`src/rtl/msms_pkg.sv`:
```
// Shared types and constants for the multiway sorted merge sweep.
// Used by msms_ctrl, msms_dpath and multiway_sorted_merge_sweep_top.
package msms_pkg;

  localparam int DIM_W   = 3;   // list number on the ports
  localparam int POS_W   = 8;   // element index on the ports
  localparam int LEN_W   = 9;   // list length, up to 256
  localparam int VAL_W   = 32;  // port value width, Q16.16
  localparam int COUNT_W = 4;   // list_count register

  // Item function codes
  localparam logic FUNC_LOAD = 1'b0;
  localparam logic FUNC_STEP = 1'b1;

  // Controller to datapath
  typedef struct packed {
    logic             load;     // store one element, rewind cursors
    logic             start;    // latch tuple size and done flag, clear best
    logic             issue;    // read current and next value of list idx
    logic             advance;  // move the winning cursor
    logic [DIM_W-1:0] idx;      // list being read
  } ctrl_cmd_t;

  // Datapath to controller
  typedef struct packed {
    logic             issue_ok;  // read stage free for a new list
    logic             drained;   // read stage empty, best pick final
    logic [DIM_W-1:0] last_idx;  // last list of the current tuple
  } dp_sts_t;

endpackage

```
`src/rtl/msms_ctrl.sv`:
```
// Sequencer for the merge sweep: takes items, walks the lists of a tuple.
// Depends on msms_pkg for the command and status structs.
module msms_ctrl import msms_pkg::*; (
  input  logic      clk_i,
  input  logic      rst_ni,
  input  logic      in_valid_i,
  input  logic      in_func_i,
  output logic      in_stall_o,
  output ctrl_cmd_t cmd_o,
  input  dp_sts_t   sts_i
);

  typedef enum logic [1:0] {
    ST_IDLE,
    ST_RUN,
    ST_DRAIN
  } state_e;

  state_e           state_q, state_d;
  logic [DIM_W-1:0] idx_q, idx_d;

  // Take items only between steps
  assign in_stall_o = (state_q != ST_IDLE);

  // Next state and commands
  always_comb begin
    state_d       = state_q;
    idx_d         = idx_q;
    cmd_o         = '0;
    cmd_o.idx     = idx_q;
    unique case (state_q)
      ST_IDLE: begin
        if (in_valid_i) begin
          if (in_func_i == FUNC_STEP) begin
            cmd_o.start = 1'b1;
            idx_d       = '0;
            state_d     = ST_RUN;
          end else begin
            cmd_o.load = 1'b1;
          end
        end
      end
      ST_RUN: begin
        if (sts_i.issue_ok) begin
          cmd_o.issue = 1'b1;
          if (idx_q == sts_i.last_idx) begin
            state_d = ST_DRAIN;
          end else begin
            idx_d = idx_q + DIM_W'(1);
          end
        end
      end
      ST_DRAIN: begin
        if (sts_i.drained) begin
          cmd_o.advance = 1'b1;
          state_d       = ST_IDLE;
        end
      end
      default: state_d = ST_IDLE;
    endcase
  end

  // Hold state and list counter
  always_ff @(posedge clk_i or negedge rst_ni) begin
    if (!rst_ni) begin
      state_q <= ST_IDLE;
      idx_q   <= '0;
    end else begin
      state_q <= state_d;
      idx_q   <= idx_d;
    end
  end

endmodule

```
`config.mk`:
```
export PLATFORM = sky130hd
export DESIGN_NAME = msms_ctrl
export DESIGN_NICKNAME = d
export VERILOG_FILES = /design/src/rtl/msms_pkg.sv /design/src/rtl/msms_ctrl.sv
export SDC_FILE = /design/constraint.sdc
export NUM_CORES = 1
export LEC_CHECK = 0
export CAP_MARGIN = 20
export CORE_AREA = 2 2 39 41
export CTS_CLUSTER_DIAMETER = 120
export DETAILED_ROUTE_END_ITERATION = 6
export DIE_AREA = 0 0 41 43
export DONT_BUFFER_PORTS = 1
export GPL_ROUTABILITY_DRIVEN = 0
export PLACE_DENSITY_LB_ADDON = 0.08
export SYNTH_ARGS = -nofsm -noshare
export SYNTH_HDL_FRONTEND = slang
export SYNTH_SLANG_ARGS = --single-unit
```
`constraint.sdc`:
```
create_clock -name clk_i -period 1.45 [get_ports clk_i]
set_clock_uncertainty 0.05 [all_clocks]
set_input_delay 0.145 -clock clk_i [delete_from_list [all_inputs] [get_ports clk_i]]
set_output_delay 0.145 -clock clk_i [all_outputs]
set_load 0.01 [all_outputs]
```
## Yosys cells after proc, flatten, opt, wreduce, memory -nomap -nowiden

Index checks and enable logic that the tools add are counted.

- Logic and storage cells: 36
- Register bits after elaboration: 5
- Input port bits: 9
- Output and inout port bits: 8

- Add/subtract/negate cells: 1
- Reduce and logical (&&, ||, !) cells: 5
- Eq/ne operators: 9
- Mux-type cells: 19

Operator list:

| operator | number |
|---|---|
| two-way mux 2 bit | 7 |
| two-way mux 3 bit | 4 |
| != test 2 bit, second input constant | 6 |
| AND reduction 5 bit | 2 |
| two-way mux 1 bit | 6 |
| one-hot mux 2 bit (3 select lines) | 1 |
| one-hot mux 3 bit (2 select lines) | 1 |
| nonzero test 2 bit | 2 |
| adder 3 x 1 -> 3 bit, second input constant | 1 |
| == test 3 bit | 1 |
| == test 2 x 1 -> 1 bit, second input constant | 1 |
| == test 2 bit, second input constant | 1 |
| logical NOT 2 bit | 1 |

## Longest topological paths before layout

- Depth in word-level cells: 4
- Gate-level depth with buffers: 4
- Mapped depth without buffers: 4

## Worst setup path before layout

OpenSTA, ideal clock, no wires.

- Path type: register to register
- Start: reg idx_q[0]
- End: reg idx_q[1]
- Stages on the path, launching flop included: 5
- Setup time: 0.130 ns
- Period minus slack after synthesis: 1.456 ns
- Arrival time: 1.275 ns
- Required time: 1.270 ns
- Slack: -0.006 ns
- Cells stage by stage: dfrtp_1 xor2_1 nor3_1 or2b_1 o211ai_1

- Word-level cells in the longest chain between the ends: 4
- Elaborated cells on any way between the ends: 7
- Classes of those cells: add/sub: 1; eq/ne: 2; mux: 3; reduce/logical: 1

RTL lines:

| element | RTL line | source |
|---|---|---|
| start: declaration | msms_ctrl.sv:20 | `logic [DIM_W-1:0] idx_q, idx_d;` |
| start signal: assignment | msms_ctrl.sv:70 | `idx_q <= idx_d;` |
| adder 3 x 1 -> 3 bit | msms_ctrl.sv:49 | `idx_d = idx_q + DIM_W'(1);` |
| two-way mux 3 bit | msms_ctrl.sv:46 | `if (idx_q == sts_i.last_idx) begin` |
| two-way mux 3 bit | msms_ctrl.sv:44 | `if (sts_i.issue_ok) begin` |
| one-hot mux 3 bit (2 select lines) | msms_ctrl.sv:31 | `unique case (state_q)` |

Parallel ways exist; a longest one is shown, timed or not. The select of a mux whose other input is x is not followed.
A chain may end at the register's enable or synchronous reset.

## Final worst setup path

- Start: reg state_q[0]
- End: reg idx_q[2]

- Word-level cells in the longest chain between the ends: 3
- Elaborated cells on any way between the ends: 9
- Classes of those cells: eq/ne: 5; mux: 1; reduce/logical: 3

RTL lines:

| element | RTL line | source |
|---|---|---|
| start: declaration | msms_ctrl.sv:19 | `state_e state_q, state_d;` |
| start signal: assignment | msms_ctrl.sv:69 | `state_q <= state_d;` |
| == test 2 x 1 -> 1 bit / logical NOT 2 bit (equally long branches) | msms_ctrl.sv:31 |  |
| != test 2 bit (no source line) / nonzero test 2 bit (equally long branches) | -- |  |
| AND reduction 5 bit (no source line) | -- |  |

Parallel ways exist; a longest one is shown, timed or not.

==> impl_metrics.json <==
{
  "outcome": "complete, no violations",
  "globalRouteTotalUtil_pct": 13.19,
  "tritoncts_clock_tree": "built",
  "antenna_cells": 0,
  "synth_compound_gate_area_share_pct": 14.45,
  "startpoint_type": "flip-flop",
  "die_footprint_mm2": 0.001763,
  "fin_crit_ns": 1.425,
  "number_of_antenna_violations_at_the_first_check_in_global_routing": 0,
  "post-synth-top-area-fraction_pct": 38.02,
  "most_common_cell_after_layout_fill_and_taps_aside": "sky130_fd_sc_hd__buf_4",
  "synth_xor_xnor_area_share_pct": 7.985,
  "detailroute.wirelength.met3_um": 72,
  "via_per_inst": 4.746,
  "yosys.area_share.simple_pct": 29.28,
  "drt_wl_total_um": 857,
  "numPortBuffers": 0,
  "cts_max_level": 1,
  "critical-path-slowest-cell": "sky130_fd_sc_hd__or4b_4",
  "worst-path-buf-inv": 1,
  "critPathMaxStageDelay_ns": 0.45,
  "via_count": 318,
  "largest_buffer_count_on_any_clock_path": 2,
  "worstPathRequired_ns": 1.58,
  "synth.ff_latch_count": 5,
  "synth_sequential_area_ratio_pct": 38.02,
  "synthesis.nets": 46,
  "yosys.cell_types.count": 21,
  "clk_transition_reported_paths_ns": 0.05,
  "post-route-cell-area_um2": 533.0,
  "r2r_start": "state_q[0]",
  "fp.coreArea_mm2": 0.001384,
  "chip_height_um": 43,
  "critPathLaunch": "state_q[0]",
  "nNetsFinal": 62,
  "crit_family": "simple AND/OR/NAND/NOR gates",
  "tightestPinTransition_ns": 0.3192,
  "crit_path_max_fanout": 4,
  "layout_setup_ws_ns": 0.02488,
  "grt_first_pass_wirelength_um": 1428,
  "final_cell_mix": "6 x sky130_fd_sc_hd__buf_4, 5 x sky130_fd_sc_hd__dfrtp_1",
  "maxSlewHeadroom_pct": 78.64,
  "cell_types_with_the_largest_area_share_after_synthesis": "sky130_fd_sc_hd__dfrtp_1 38%, sky130_fd_sc_hd__xor2_1 8.0%, sky130_fd_sc_hd__nand3_1 4.6%, sky130_fd_sc_hd__o211ai_1 4.6%, sky130_fd_sc_hd__ha_1 3.8%",
  "syn_inst": 36,
  "initialDrtViolationCount": 0,
  "clock_network_latency_to_the_later_pin_of_the_worst_skew_pair_ns": 0.24,
  "detail_route.drc_violations": 0,
  "setup-violations-final": 0,
  "final_antenna_net_count": 0,
  "fp-row-count": 14,
  "synthesis.yosys.warnings": 0,
  "routed-wl-met2_um": 446,
  "global_route.overflow_total": 0,
  "starting_utilization_of_the_core_area_pct": 23.78,
  "num_io_pins": 17,
  "muxShareOfSynthArea_pct": 3.042,
  "power.density_cell_area_mw_per_mm2": 1979,
  "arrival_ns": 1.56,
  "clock_sink_count": 5,
  "cts_buffers": 3,
  "grt_pass1_vias": 335,
  "maxCapViolations": 0,
  "max_freq_ghz": 0.7017,
  "synthDominantAreaCellType": "sky130_fd_sc_hd__dfrtp_1",
  "area_growth_syn_to_layout_pct": 61.98,
  "synthesis.area_per_instance_um2": 9.141,
  "syn-cell-area_um2": 329.1,
  "maxUsedRoutingLayer": "met4",
  "leakage_uw": 0.0002286,
  "placement.setup.worst_slack_ns": 0.02645,
  "post_synthesis_adder_cell_area_fraction_pct": 3.802,
  "vdd_drop_max_uv": 646.6,
  "finalHoldViolCount": 0,
  "timing.final.max_slew_violations": 0,
  "holdCritPathClass": "input pin to flip-flop",
  "final.period_utilization_pct": 98.28,
  "die_width_um": 41,
  "holdCritStartpoint": "in_valid_i",
  "detail_route.first_pass.iterations": 1,
  "detail_route.wirelength.met1_um": 324,
  "wl_per_cell_um": 12.79,
  "layout-drive-gt1-share_pct": 47.06,
  "rsz0062_at_grt": "true",
  "cts-root-buf": "sky130_fd_sc_hd__clkbuf_4",
  "crit_chain": "buf_6 -> and2b_2 -> and2_4 -> or4b_4 -> nand3_2",
  "grt_max_degree": 8,
  "detailed_place.area_um2": 406.6,
  "timing.critical_path.to_type": "flip-flop",
  "dominant_combinational_cell_family_by_area_after_synthesis": "simple AND/OR/NAND/NOR gates",
  "critical_path_class": "flip-flop to flip-flop"
}
## per-stage QoR
step	std cells	hold slack, ns	power (µW)	utilization [%]	TNS (ns)
finish	67	0.06676	1055	38.52	0
global route	67	0.08117	1169	38.52	-0.1342
CTS	67	0.05832	1007	35.35	0
detailed placement	59	-0.2004	768.2	29.39	0
global placement	59	-0.2005	752.3	29.39	0
floorplan	36	-0.2006	575.6	-	0
## path summary, 6_finish.rpt
| check | cells after the start | slack (ns) | to |
|---|---|---|---|
| max in group asynchronous | 1 | 0.98 | idx_q[0] |
| worst min-delay path | 2 | 0.07 | state_q[0] |
| min in group asynchronous | 1 | 0.15 | idx_q[2] |
| worst max register to register | 5 | 0.02 | idx_q[2] |
| worst min register to register | 1 | 0.42 | state_q[0] |
| worst max-delay path | 5 | 0.02 | idx_q[2] |
## logic make-up (layout without fill, tap and decap cells)
family,after synthesis,count (layout)
fa+ha+maj,1,1
mux,1,1
compound gates,7,7
flops,5,5
xor+xnor,3,3
simple gates,16,16
buf+inv,3,18
## repair_timing
item,in CTS,in global routing
hold endpoints to repair,7,0
pin swaps,1,0
hold buffers,3,0
setup buffers,1,0
gates resized for setup,5,8
setup endpoints to repair,2,6
## power breakdown
part,switching [µW],internal (µW)
Clock,60.0,104
Sequential,73.9,202
Combinational,293,321
## per-layer routing
metal	global-route usage, %	up-vias
met3	8.901	2
met1	12.99	148
met5	0	-
met2	18.44	15
li1	-	153
met4	10.00	0
## final cells by class
| type | count | area, µm² |
|---|---|---|
| clock buffers | 4 | 26.28 |
| fillers | 145 | 850.8 |
| inverters | 3 | 11.26 |
| multi-input cells | 28 | 252.7 |
| flip-flops and latches | 5 | 125.1 |
| well taps | 16 | 20.02 |
| repair buffers | 11 | 97.59 |
## state kept, by name, indices dropped and copies added, names as in the netlist
register	count
state_q	2
idx_q	3
## cells in the mapped netlist
| master | number |
|---|---|
| sky130_fd_sc_hd__mux2i_1 | 1 |
| sky130_fd_sc_hd__and2_4 | 1 |
| sky130_fd_sc_hd__or2_2 | 1 |
| sky130_fd_sc_hd__nand2_1 | 3 |
| sky130_fd_sc_hd__xor2_1 | 3 |
| sky130_fd_sc_hd__nor3b_1 | 1 |
| sky130_fd_sc_hd__a21oi_1 | 2 |
| sky130_fd_sc_hd__a2bb2oi_1 | 1 |
| sky130_fd_sc_hd__or2b_1 | 1 |
| sky130_fd_sc_hd__or2b_2 | 1 |
| sky130_fd_sc_hd__or4b_1 | 1 |
| sky130_fd_sc_hd__ha_1 | 1 |
| sky130_fd_sc_hd__nor2_1 | 2 |
| sky130_fd_sc_hd__and2b_2 | 1 |
| sky130_fd_sc_hd__nand3_1 | 3 |
| sky130_fd_sc_hd__inv_1 | 3 |
| sky130_fd_sc_hd__nor3_1 | 1 |
| sky130_fd_sc_hd__o21ai_0 | 1 |
| sky130_fd_sc_hd__o211ai_1 | 2 |
| sky130_fd_sc_hd__a311oi_1 | 1 |
| sky130_fd_sc_hd__dfrtp_1 | 5 |
## worst reg2reg max path: stages, from the launching register on
cell	delay (ns)
sky130_fd_sc_hd__dfrtp_1	0.37
sky130_fd_sc_hd__buf_6	0.11
sky130_fd_sc_hd__and2b_2	0.16
sky130_fd_sc_hd__and2_4	0.14
sky130_fd_sc_hd__or4b_4	0.45
sky130_fd_sc_hd__nand3_2	0.08
No activity file was read; power rests on OpenSTA's default activity.
